==> config.mk <==
export PLATFORM = sky130hd
export DESIGN_NAME = bech32m_address_encoder_core
export DESIGN_NICKNAME = d
export VERILOG_FILES = /design/src/rtl/b32m_pkg.sv /design/src/rtl/b32m_dp.sv /design/src/rtl/b32m_ctrl.sv /design/src/rtl/bech32m_address_encoder_core.sv
export SDC_FILE = /design/constraint.sdc
export NUM_CORES = 1
export LEC_CHECK = 0
export ABC_AREA = 1
export BUFFER_PORTS_ARGS = -buffer_cell sky130_fd_sc_hd__buf_4
export CAP_MARGIN = 0
export CORE_MARGIN = 2
export CORE_UTILIZATION = 45
export CTS_CLUSTER_SIZE = 20
export DETAILED_ROUTE_END_ITERATION = 10
export PLACE_DENSITY = 0.62
export REMOVE_ABC_BUFFERS = 1
export SLEW_MARGIN = 20
export SYNTH_ARGS = -nofsm -noshare
export SYNTH_HDL_FRONTEND = slang
export SYNTH_SLANG_ARGS = --single-unit
==> constraint.sdc <==
create_clock -name clk -period 4.9 [get_ports clk]
set_clock_uncertainty 0.1 [all_clocks]
set_input_delay 0.49 -clock clk [delete_from_list [all_inputs] [get_ports clk]]
set_output_delay 0.49 -clock clk [all_outputs]
set_load 0.01 [all_outputs]
==> src/rtl/b32m_pkg.sv <==
`default_nettype none

package b32m_pkg;

  // Longest prefix the encoder stores
  localparam int HRP_MAX_DEF = 83;

  // Item kinds on the input channel
  typedef enum logic [1:0] {
    CMD_PREFIX  = 2'd0,
    CMD_VERSION = 2'd1,
    CMD_BYTE    = 2'd2,
    CMD_RSVD    = 2'd3
  } item_cmd_t;

  // Source of the character loaded into the output register
  typedef enum logic [2:0] {
    EM_ECHO,
    EM_ERR,
    EM_SEP,
    EM_SYM,
    EM_CK
  } emit_sel_t;

  // Source of the 5-bit symbol fed to the checksum and the alphabet
  typedef enum logic [2:0] {
    SY_PFX_HI,
    SY_ZERO,
    SY_MEM,
    SY_VER,
    SY_DATA,
    SY_PAD
  } sym_sel_t;

  // Controller to datapath
  typedef struct packed {
    logic      load;
    logic      clear;
    logic      err_set;
    logic      phase_set;
    logic      mem_wr;
    logic      step;
    sym_sel_t  sym_sel;
    logic      emit;
    emit_sel_t emit_sel;
    logic      idx_clr;
    logic      idx_inc;
    logic      buf_load;
    logic      cnt_sub;
    logic      k_clr;
    logic      k_inc;
    logic      ck_xor;
    logic      ck_shift;
  } b32m_cmd_t;

  // Datapath to controller
  typedef struct packed {
    item_cmd_t kind;
    logic      last;
    logic      val_hi;
    logic      phase;
    logic      err_seen;
    logic      hrp_full;
    logic      idx_end;
    logic      cnt_ge5;
    logic      cnt_nz;
    logic      k_end;
    logic      out_free;
  } b32m_stat_t;

  localparam logic [29:0] GEN_POLY [5] = '{
    30'h3B6A57B2, 30'h26508E6D, 30'h1EA119FA, 30'h3D4233DD, 30'h2A1462B3
  };
  localparam logic [29:0] BECH32M_XOR = 30'h2BC830A3;
  localparam logic [29:0] CK_INIT     = 30'd1;
  localparam logic [6:0]  SEP_CHAR    = 7'h31;  // '1'

  // "qpzry9x8gf2tvdw0s3jn54khce6mua7l"
  localparam logic [6:0] ALPHABET [32] = '{
    7'h71, 7'h70, 7'h7A, 7'h72, 7'h79, 7'h39, 7'h78, 7'h38,
    7'h67, 7'h66, 7'h32, 7'h74, 7'h76, 7'h64, 7'h77, 7'h30,
    7'h73, 7'h33, 7'h6A, 7'h6E, 7'h35, 7'h34, 7'h6B, 7'h68,
    7'h63, 7'h65, 7'h36, 7'h6D, 7'h75, 7'h61, 7'h37, 7'h6C
  };

  // One BCH polymod step: shift in a symbol, fold back the five top bits
  function automatic logic [29:0] poly_step(input logic [29:0] acc, input logic [4:0] sym);
    logic [29:0] r;
    r = {acc[24:0], sym};
    for (int i = 0; i < 5; i++) begin
      if (acc[25+i]) r = r ^ GEN_POLY[i];
    end
    return r;
  endfunction

endpackage

`default_nettype wire

==> src/rtl/b32m_dp.sv <==
`default_nettype none

module b32m_dp import b32m_pkg::*; #(
  parameter int HRP_MAX = HRP_MAX_DEF
) (
  input  wire logic       clk,
  input  wire logic       rst_n,
  input  wire b32m_cmd_t  cmd,
  output b32m_stat_t      stat,
  input  wire logic [1:0] in_command,
  input  wire logic [7:0] in_value,
  input  wire logic       in_last,
  output logic            out_valid,
  input  wire logic       out_ready,
  output logic [6:0]      out_char,
  output logic            out_end_of_address,
  output logic            out_error
);

  localparam int LENW = $clog2(HRP_MAX + 1);
  localparam int IDXW = (HRP_MAX > 1) ? $clog2(HRP_MAX) : 1;

  // Held item
  logic [1:0]      kind_r;
  logic [7:0]      val_r;
  logic            last_r;

  // Address state
  logic [29:0]     acc_r;
  logic [11:0]     buf_r;
  logic [3:0]      cnt_r;
  logic [LENW-1:0] len_r;
  logic [LENW-1:0] idx_r;
  logic            phase_r;
  logic            err_r;
  logic [2:0]      k_r;

  // Prefix low-part store
  logic [4:0]      prefix_mem [HRP_MAX];
  logic [4:0]      rd_data_r;

  // Output register
  logic            out_valid_r;
  logic [6:0]      out_char_r;
  logic            out_end_r;
  logic            out_err_r;

  logic [4:0]      sym;
  logic [2:0]      data_sh;
  logic [8:0]      pad_ext;
  logic [6:0]      char_nxt;
  logic            end_nxt;
  logic            out_free;

  assign data_sh  = 3'(cnt_r - 4'd5);
  assign pad_ext  = {5'd0, buf_r[3:0]} << (3'd5 - cnt_r[2:0]);
  assign out_free = !out_valid_r || out_ready;

  // Symbol select
  always_comb begin
    unique case (cmd.sym_sel)
      SY_PFX_HI: sym = {2'd0, val_r[7:5]};
      SY_ZERO:   sym = 5'd0;
      SY_MEM:    sym = rd_data_r;
      SY_VER:    sym = val_r[4:0];
      SY_DATA:   sym = 5'(buf_r >> data_sh);
      SY_PAD:    sym = pad_ext[4:0];
      default:   sym = 5'd0;
    endcase
  end

  // Character select for the next beat
  always_comb begin
    end_nxt = 1'b0;
    unique case (cmd.emit_sel)
      EM_ECHO: char_nxt = val_r[6:0];
      EM_ERR: begin
        char_nxt = 7'd0;
        end_nxt  = last_r;
      end
      EM_SEP:  char_nxt = SEP_CHAR;
      EM_SYM:  char_nxt = ALPHABET[sym];
      EM_CK: begin
        char_nxt = ALPHABET[acc_r[29:25]];
        end_nxt  = (k_r == 3'd5);
      end
      default: char_nxt = 7'd0;
    endcase
  end

  // Control state of the address
  always_ff @(posedge clk) begin
    if (!rst_n) begin
      acc_r       <= CK_INIT;
      buf_r       <= '0;
      cnt_r       <= '0;
      len_r       <= '0;
      phase_r     <= 1'b0;
      err_r       <= 1'b0;
      idx_r       <= '0;
      k_r         <= '0;
      out_valid_r <= 1'b0;
    end else begin
      if (cmd.clear) begin
        acc_r   <= CK_INIT;
        buf_r   <= '0;
        cnt_r   <= '0;
        len_r   <= '0;
        phase_r <= 1'b0;
        err_r   <= 1'b0;
      end else begin
        if (cmd.ck_xor)            acc_r <= acc_r ^ BECH32M_XOR;
        else if (cmd.ck_shift)     acc_r <= {acc_r[24:0], 5'd0};
        else if (cmd.step)         acc_r <= poly_step(acc_r, sym);
        if (cmd.err_set)   err_r   <= 1'b1;
        if (cmd.phase_set) phase_r <= 1'b1;
        if (cmd.mem_wr)    len_r   <= len_r + LENW'(1);
        if (cmd.buf_load) begin
          buf_r <= {buf_r[3:0], val_r};
          cnt_r <= cnt_r + 4'd8;
        end else if (cmd.cnt_sub) begin
          cnt_r <= cnt_r - 4'd5;
        end
      end
      if (cmd.idx_clr)      idx_r <= '0;
      else if (cmd.idx_inc) idx_r <= idx_r + LENW'(1);
      if (cmd.k_clr)        k_r   <= '0;
      else if (cmd.k_inc)   k_r   <= k_r + 3'd1;
      if (cmd.emit)         out_valid_r <= 1'b1;
      else if (out_ready)   out_valid_r <= 1'b0;
    end
  end

  // Payload registers and prefix store
  always_ff @(posedge clk) begin
    if (cmd.load) begin
      kind_r <= in_command;
      val_r  <= in_value;
      last_r <= in_last;
    end
    if (cmd.emit) begin
      out_char_r <= char_nxt;
      out_end_r  <= end_nxt;
      out_err_r  <= (cmd.emit_sel == EM_ERR);
    end
    if (cmd.mem_wr) prefix_mem[len_r[IDXW-1:0]] <= val_r[4:0];
    rd_data_r <= prefix_mem[idx_r[IDXW-1:0]];
  end

  assign stat.kind     = item_cmd_t'(kind_r);
  assign stat.last     = last_r;
  assign stat.val_hi   = |val_r[7:5];
  assign stat.phase    = phase_r;
  assign stat.err_seen = err_r;
  assign stat.hrp_full = (len_r >= LENW'(HRP_MAX));
  assign stat.idx_end  = (idx_r == len_r);
  assign stat.cnt_ge5  = (cnt_r >= 4'd5);
  assign stat.cnt_nz   = (cnt_r != 4'd0);
  assign stat.k_end    = (k_r == 3'd5);
  assign stat.out_free = out_free;

  assign out_valid          = out_valid_r;
  assign out_char           = out_char_r;
  assign out_end_of_address = out_end_r;
  assign out_error          = out_err_r;

endmodule

`default_nettype wire

==> src/rtl/b32m_ctrl.sv <==
`default_nettype none

module b32m_ctrl import b32m_pkg::*; (
  input  wire logic       clk,
  input  wire logic       rst_n,
  input  wire logic       in_valid,
  output logic            in_ready,
  input  wire b32m_stat_t stat,
  output b32m_cmd_t       cmd
);

  typedef enum logic [3:0] {
    S_IDLE, S_DECODE, S_ERR, S_PFX, S_VZERO, S_VRD, S_VSTEP, S_VSEP,
    S_VSYM, S_BLOAD, S_BSYM, S_FIN, S_PAD, S_ZSTEP, S_XOR, S_CK
  } state_t;

  state_t state_r, state_nxt;
  logic   bad;

  // Out-of-order, out-of-range and reserved items
  always_comb begin
    unique case (stat.kind)
      CMD_PREFIX:  bad = stat.phase || stat.last || stat.hrp_full;
      CMD_VERSION: bad = stat.phase || stat.val_hi;
      CMD_BYTE:    bad = !stat.phase;
      default:     bad = 1'b1;
    endcase
  end

  assign in_ready = (state_r == S_IDLE);

  // Next state and commands
  always_comb begin
    state_nxt    = state_r;
    cmd          = '0;
    cmd.sym_sel  = SY_ZERO;
    cmd.emit_sel = EM_SYM;
    unique case (state_r)
      S_IDLE: begin
        cmd.load = in_valid;
        if (in_valid) state_nxt = S_DECODE;
      end
      S_DECODE: begin
        priority if (stat.err_seen) begin
          cmd.clear = stat.last;
          state_nxt = S_IDLE;
        end else if (bad) begin
          state_nxt = S_ERR;
        end else if (stat.kind == CMD_PREFIX) begin
          state_nxt = S_PFX;
        end else if (stat.kind == CMD_VERSION) begin
          state_nxt = S_VZERO;
        end else begin
          state_nxt = S_BLOAD;
        end
      end
      S_ERR: begin
        cmd.emit_sel = EM_ERR;
        if (stat.out_free) begin
          cmd.emit    = 1'b1;
          cmd.clear   = stat.last;
          cmd.err_set = !stat.last;
          state_nxt   = S_IDLE;
        end
      end
      S_PFX: begin
        cmd.emit_sel = EM_ECHO;
        cmd.sym_sel  = SY_PFX_HI;
        if (stat.out_free) begin
          cmd.emit   = 1'b1;
          cmd.mem_wr = 1'b1;
          cmd.step   = 1'b1;
          state_nxt  = S_IDLE;
        end
      end
      // Separator zero, then replay of the stored low parts
      S_VZERO: begin
        cmd.step    = 1'b1;
        cmd.idx_clr = 1'b1;
        state_nxt   = S_VRD;
      end
      S_VRD: begin
        state_nxt = stat.idx_end ? S_VSEP : S_VSTEP;
      end
      S_VSTEP: begin
        cmd.sym_sel = SY_MEM;
        cmd.step    = 1'b1;
        cmd.idx_inc = 1'b1;
        state_nxt   = S_VRD;
      end
      S_VSEP: begin
        cmd.emit_sel = EM_SEP;
        if (stat.out_free) begin
          cmd.emit  = 1'b1;
          state_nxt = S_VSYM;
        end
      end
      S_VSYM: begin
        cmd.sym_sel = SY_VER;
        if (stat.out_free) begin
          cmd.emit      = 1'b1;
          cmd.step      = 1'b1;
          cmd.phase_set = 1'b1;
          state_nxt     = S_FIN;
        end
      end
      S_BLOAD: begin
        cmd.buf_load = 1'b1;
        state_nxt    = S_BSYM;
      end
      // One 5-bit group per beat while enough bits are buffered
      S_BSYM: begin
        cmd.sym_sel = SY_DATA;
        if (!stat.cnt_ge5) begin
          state_nxt = S_FIN;
        end else if (stat.out_free) begin
          cmd.emit    = 1'b1;
          cmd.step    = 1'b1;
          cmd.cnt_sub = 1'b1;
        end
      end
      S_FIN: begin
        cmd.k_clr = 1'b1;
        priority if (!stat.last) state_nxt = S_IDLE;
        else if (stat.cnt_nz)    state_nxt = S_PAD;
        else                     state_nxt = S_ZSTEP;
      end
      S_PAD: begin
        cmd.sym_sel = SY_PAD;
        if (stat.out_free) begin
          cmd.emit  = 1'b1;
          cmd.step  = 1'b1;
          state_nxt = S_ZSTEP;
        end
      end
      // Six zero symbols
      S_ZSTEP: begin
        cmd.step  = 1'b1;
        cmd.k_inc = 1'b1;
        if (stat.k_end) state_nxt = S_XOR;
      end
      S_XOR: begin
        cmd.ck_xor = 1'b1;
        cmd.k_clr  = 1'b1;
        state_nxt  = S_CK;
      end
      S_CK: begin
        cmd.emit_sel = EM_CK;
        if (stat.out_free) begin
          cmd.emit     = 1'b1;
          cmd.ck_shift = 1'b1;
          cmd.k_inc    = 1'b1;
          if (stat.k_end) begin
            cmd.clear = 1'b1;
            state_nxt = S_IDLE;
          end
        end
      end
      default: state_nxt = S_IDLE;
    endcase
  end

  always_ff @(posedge clk) begin
    if (!rst_n) begin
      state_r <= S_IDLE;
    end else begin
      state_r <= state_nxt;
    end
  end

endmodule

`default_nettype wire

==> src/rtl/bech32m_address_encoder_core.sv <==
`default_nettype none

// Channel  | ports                                          | dir | accepted when
// input    | in_command, in_value, in_last                  | in  | in_valid && in_ready
// result   | out_char, out_end_of_address, out_error        | out | out_valid && out_ready
//
// One item at a time; in_ready is high only while the controller is idle.
// A version replays an L-character prefix through the one-read-port prefix store, reading and then
// stepping each stored character. A last item adds an optional pad, six polymod steps, six checksum beats.
// Each result beat waits while the output register is full and out_ready is low.
// Reset (rst_n low, synchronous) returns the encoder to the start of an address.

module bech32m_address_encoder_core import b32m_pkg::*; #(
  parameter int HRP_MAX = HRP_MAX_DEF
) (
  input  wire logic       clk,
  input  wire logic       rst_n,
  input  wire logic       in_valid,
  output logic            in_ready,
  input  wire logic [1:0] in_command,
  input  wire logic [7:0] in_value,
  input  wire logic       in_last,
  output logic            out_valid,
  input  wire logic       out_ready,
  output logic [6:0]      out_char,
  output logic            out_end_of_address,
  output logic            out_error
);

  b32m_cmd_t  cmd;
  b32m_stat_t stat;

  b32m_ctrl u_ctrl (
    .clk      (clk),
    .rst_n    (rst_n),
    .in_valid (in_valid),
    .in_ready (in_ready),
    .stat     (stat),
    .cmd      (cmd)
  );

  b32m_dp #(
    .HRP_MAX (HRP_MAX)
  ) u_dp (
    .clk                (clk),
    .rst_n              (rst_n),
    .cmd                (cmd),
    .stat               (stat),
    .in_command         (in_command),
    .in_value           (in_value),
    .in_last            (in_last),
    .out_valid          (out_valid),
    .out_ready          (out_ready),
    .out_char           (out_char),
    .out_end_of_address (out_end_of_address),
    .out_error          (out_error)
  );

endmodule

`default_nettype wire

==> results.sh <==
export IMPL_outcome="complete, no violations"
export IMPL_seq_area_frac_synth_pct=65.87
export IMPL_worst_skew_pair_late_latency_ns=0.62
export IMPL_number_of_synthesized_flops_with_an_enable_pin=435
export IMPL_netlist_cell_type_count=43
export IMPL_worst_hold_startpoint="rst_n"
export IMPL_row_cnt=81
export IMPL_final_nets=2138
export IMPL_endpoint_kind="flop"
export IMPL_internal_power_w=0.007462
export IMPL_drv_max_cap_violation_count=0
export IMPL_floorplan_die_area_mm2=0.05092
export IMPL_hold_buf_cts=11
export IMPL_timing_critical_path_mode_cell="sky130_fd_sc_hd__nand2_1"
export IMPL_clock_tree_buffer_depth=3
export IMPL_clock_root_buffer="sky130_fd_sc_hd__clkbuf_16"
export IMPL_tritoncts_num_sinks=510
export IMPL_power_switching_share_pct=24.01
export IMPL_power_switching_w=0.002358
export IMPL_tritoncts="built"
export IMPL_ant_nets=0
export IMPL_power_share_combinational_pct=7.9
export IMPL_setup_worst_path_class="flop to flop"
export IMPL_synthCells=2100
export IMPL_synth_largest_area_cell="sky130_fd_sc_hd__edfxtp_1"
export IMPL_worstPathCellList="inv_1 > ha_1 > clkinv_1 > nand3_1 > nand3_1 > nand2_1 > nand3_1 > nand2_1 > nor2_1 > nor2_1 > nand2_1 > nand2_1 > nand2_1 > nand2_1 > nand3_1 > nand3_1 > nand2_1"
export IMPL_globalRoute_totalOverflow=0
export IMPL_finalHoldViolations=0
export IMPL_worst_path_buf_inv=2
export IMPL_power_density_mw_per_mm2=394.8
export IMPL_final_period_minus_worst_setup_slack_ns=3.533
export IMPL_async_flop_share_pct=0
export IMPL_post_cts_resized=0
export IMPL_n_fill_cell=4340
export IMPL_worst_setup_path_startpoint="u_dp.cnt_r[0]"
export IMPL_place_congestion=0.9144
export IMPL_global_route_wire_length_before_repair_mm=93.01
export IMPL_worst_endpoint_required_ns=5.13
export IMPL_holdCritPathClass="input port to flop"
export IMPL_power_w=0.009820
export IMPL_synth_top_area_share_pct=59.08
export IMPL_timing_rr_end="u_dp.out_char[0]"
export IMPL_cp_top_family="simple AND/OR/NAND/NOR gates"
export IMPL_post_synth_cell_area_avg_um2=10.53
export IMPL_ys_top_cells_by_area="sky130_fd_sc_hd__edfxtp_1, sky130_fd_sc_hd__dfxtp_1, sky130_fd_sc_hd__nor2_1, sky130_fd_sc_hd__o21ai_0, sky130_fd_sc_hd__nand2_1"
export IMPL_drt_pass1_iterations=5
export IMPL_postSynthRegisterBits=510
export IMPL_netlist_area_mm2=0.02211
export IMPL_vias_per_cell=5.785
export IMPL_h_tree_depth=2
export IMPL_period_share_pct=72.10
export IMPL_grt_max_degree=209
export IMPL_cp_slowest_cell="sky130_fd_sc_hd__dfxtp_1"
export IMPL_power_static_leakage_nw=8.485
export IMPL_clk_pin_slew_ns=0.06
export IMPL_die_w_um=225.7
export IMPL_pwr_share_clk_pct=41.4
export IMPL_synth_yosys_warnings=0
export IMPL_reg2reg_slack_ns=1.37
export IMPL_post_dp_hpwl_mm=37.33
export IMPL_detail_route_wl_per_cell_um=21.31
export IMPL_initial_core_util_pct=45.35
export IMPL_first_global_vias=15875
export IMPL_whs_path_depth=3
export IMPL_drtIter0Drc=1686
export IMPL_drt_drc_violations_left=0
export IMPL_fraction_of_layout_instances_using_a_drive_strength_above_1_pct=8.252
export IMPL_max_slew_margin_rel_pct=27.06
export IMPL_timing_max_transition_violations_final=0
export IMPL_seqPwrFrac_pct=50.7
export IMPL_placeableCoreArea_mm2=0.04875
export IMPL_r2r_worst_path_cells=17
export IMPL_io_buffer_count=25
export IMPL_crit_path_start_kind="flop"
export IMPL_antenna_cells_inserted=0
export IMPL_place_inst=2712
export IMPL_antenna_found_initial=0
export IMPL_yosysMostFrequentCell="sky130_fd_sc_hd__edfxtp_1"
export IMPL_largest_fanout_on_the_critical_path=16
export IMPL_vdd_ir_drop_worst_mv=0.3059
export IMPL_io_pin_count=26
export IMPL_arrival_ns=3.76
export IMPL_timing_hold_worst_endpoint="u_dp.out_valid"
export IMPL_dr_total_vias=16320
export IMPL_dominantRegCellSynth="sky130_fd_sc_hd__edfxtp_1"
export IMPL_tritoncts_num_buffers=52
export IMPL_report_final_setup_viol=0
export IMPL_routed_wl_mm=60.11
export IMPL_fmaxAchievable_mhz=283.1
export IMPL_critPathMaxStageDelay_ns=0.62
export IMPL_tightestPinTransition_ns=1.093
export IMPL_gr_usage_all_layers_pct=23.88
export IMPL_rsz0062_at_grt="no"
export IMPL_layoutNonFillerInstCount=2821
export IMPL_ys_top_cells_by_count="sky130_fd_sc_hd__edfxtp_1, sky130_fd_sc_hd__nor2_1, sky130_fd_sc_hd__nand2_1"
export IMPL_chipHeight_um=225.7
export IMPL_layout_area_overhead_vs_synth_pct=12.50
export IMPL_postCtsSetupRepairBufs=0
export IMPL_critical_path_reg2reg_startpoint="u_dp.cnt_r[0]"
==> worst max path at each step <==
stage	to	slack, ns	depth (start not counted)
2_1_floorplan	u_dp.rd_data_r[4]	-2.08	8
3_3_place_gp	u_dp.out_char[2]	1.52	19
3_5_place_dp	u_dp.out_char[0]	1.50	17
4_1_cts	u_dp.out_char[0]	1.47	17
5_1_grt	u_dp.out_char[0]	1.04	19
6_report	u_dp.out_char[0]	1.37	17
==> power by group through the flow <==
stage          sequential [W]  clock (W)  combinational, W
2_1_floorplan         0.00515          0          0.000351
3_3_place_gp          0.00507          0          0.000764
3_5_place_dp          0.00507          0          0.000764
4_1_cts               0.00498    0.00412          0.000774
5_1_grt               0.00498    0.00431          0.000853
6_report              0.00498    0.00407          0.000775
==> through the flow <==
step	util, %	hold slack (ns)	setup TNS (ns)	area, µm²	worst slack (ns)
2_1_floorplan	-	0.3410	-15.04	21670	-2.082
3_3_place_gp	47.16	0.3533	0	22990	1.524
3_5_place_dp	47.18	0.3574	0	23000	1.495
4_1_cts	51.02	0.04185	0	24870	1.473
5_1_grt	51.02	0.05868	0	24870	1.042
6_report	51.02	0.05624	0	24870	1.367
==> flip-flops by register name (all words and copies together), names as in the netlist, 2 cells and up <==
register and count:
u_dp.out_char 7, u_dp.cnt_r 4, u_dp.val_r 8, u_dp.prefix_mem 415, u_dp.k_r 3, u_dp.len_r 7, u_dp.buf_r 12, u_dp.kind_r 2
u_dp.acc_r 30, u_ctrl.state_r 4, u_dp.rd_data_r 5, u_dp.idx_r 7
==> logic make-up after synthesis <==
family                   count (synthesis)  share of synthesized area [%]
AO/OA/AOI/OAI                          505                          13.08
buffers and inverters                  216                          3.735
flip-flops                             510                          65.87
XOR/XNOR                                41                          1.624
AND/OR/NAND/NOR                        818                          15.12
adder cells (fa/ha/maj)                 10                         0.5659
==> cells in the final DEF (no fill, tap or decap), types with 18 or more instances in the layout <==
cell,n
sky130_fd_sc_hd__nand3_1,92
sky130_fd_sc_hd__a21oi_1,88
sky130_fd_sc_hd__o21ai_0,258
sky130_fd_sc_hd__o211ai_1,18
sky130_fd_sc_hd__inv_1,93
sky130_fd_sc_hd__buf_4,60
sky130_fd_sc_hd__dfxtp_1,73
sky130_fd_sc_hd__nand2_1,299
sky130_fd_sc_hd__o221ai_1,39
sky130_fd_sc_hd__o22ai_1,63
sky130_fd_sc_hd__clkbuf_16,53
sky130_fd_sc_hd__nor2_1,365
sky130_fd_sc_hd__edfxtp_1,435
sky130_fd_sc_hd__xor2_1,34
==> tightest hold or removal path, cell delays in order <==
cell and delay (ns):
sky130_fd_sc_hd__buf_4 0.10, sky130_fd_sc_hd__o21ai_0 0.07, sky130_fd_sc_hd__inv_1 0.05
==> routing by layer <==
| layer | track usage [%] | wire length (µm) |
|---|---|---|
| met5 | 0 | 0 |
| met4 | 8.631 | 1898 |
| met3 | 3.149 | 4047 |
| met2 | 39.14 | 28330 |
| met1 | 32.73 | 25840 |
==> layout make-up <==
| type | instances | area [µm²] | share of cell area (%) |
|---|---|---|---|
| clock buffer | 63 | 1394 | 5.604 |
| tap | 664 | 830.8 | 3.340 |
| clock inverter | 35 | 371.6 | 1.494 |
| inverter | 103 | 391.6 | 1.575 |
| multi-input combinational | 1374 | 6733 | 27.07 |
| sequential | 510 | 14570 | 58.58 |
| timing repair buffer | 72 | 580.6 | 2.334 |
Note: power is estimated with default switching activity, not from simulation.
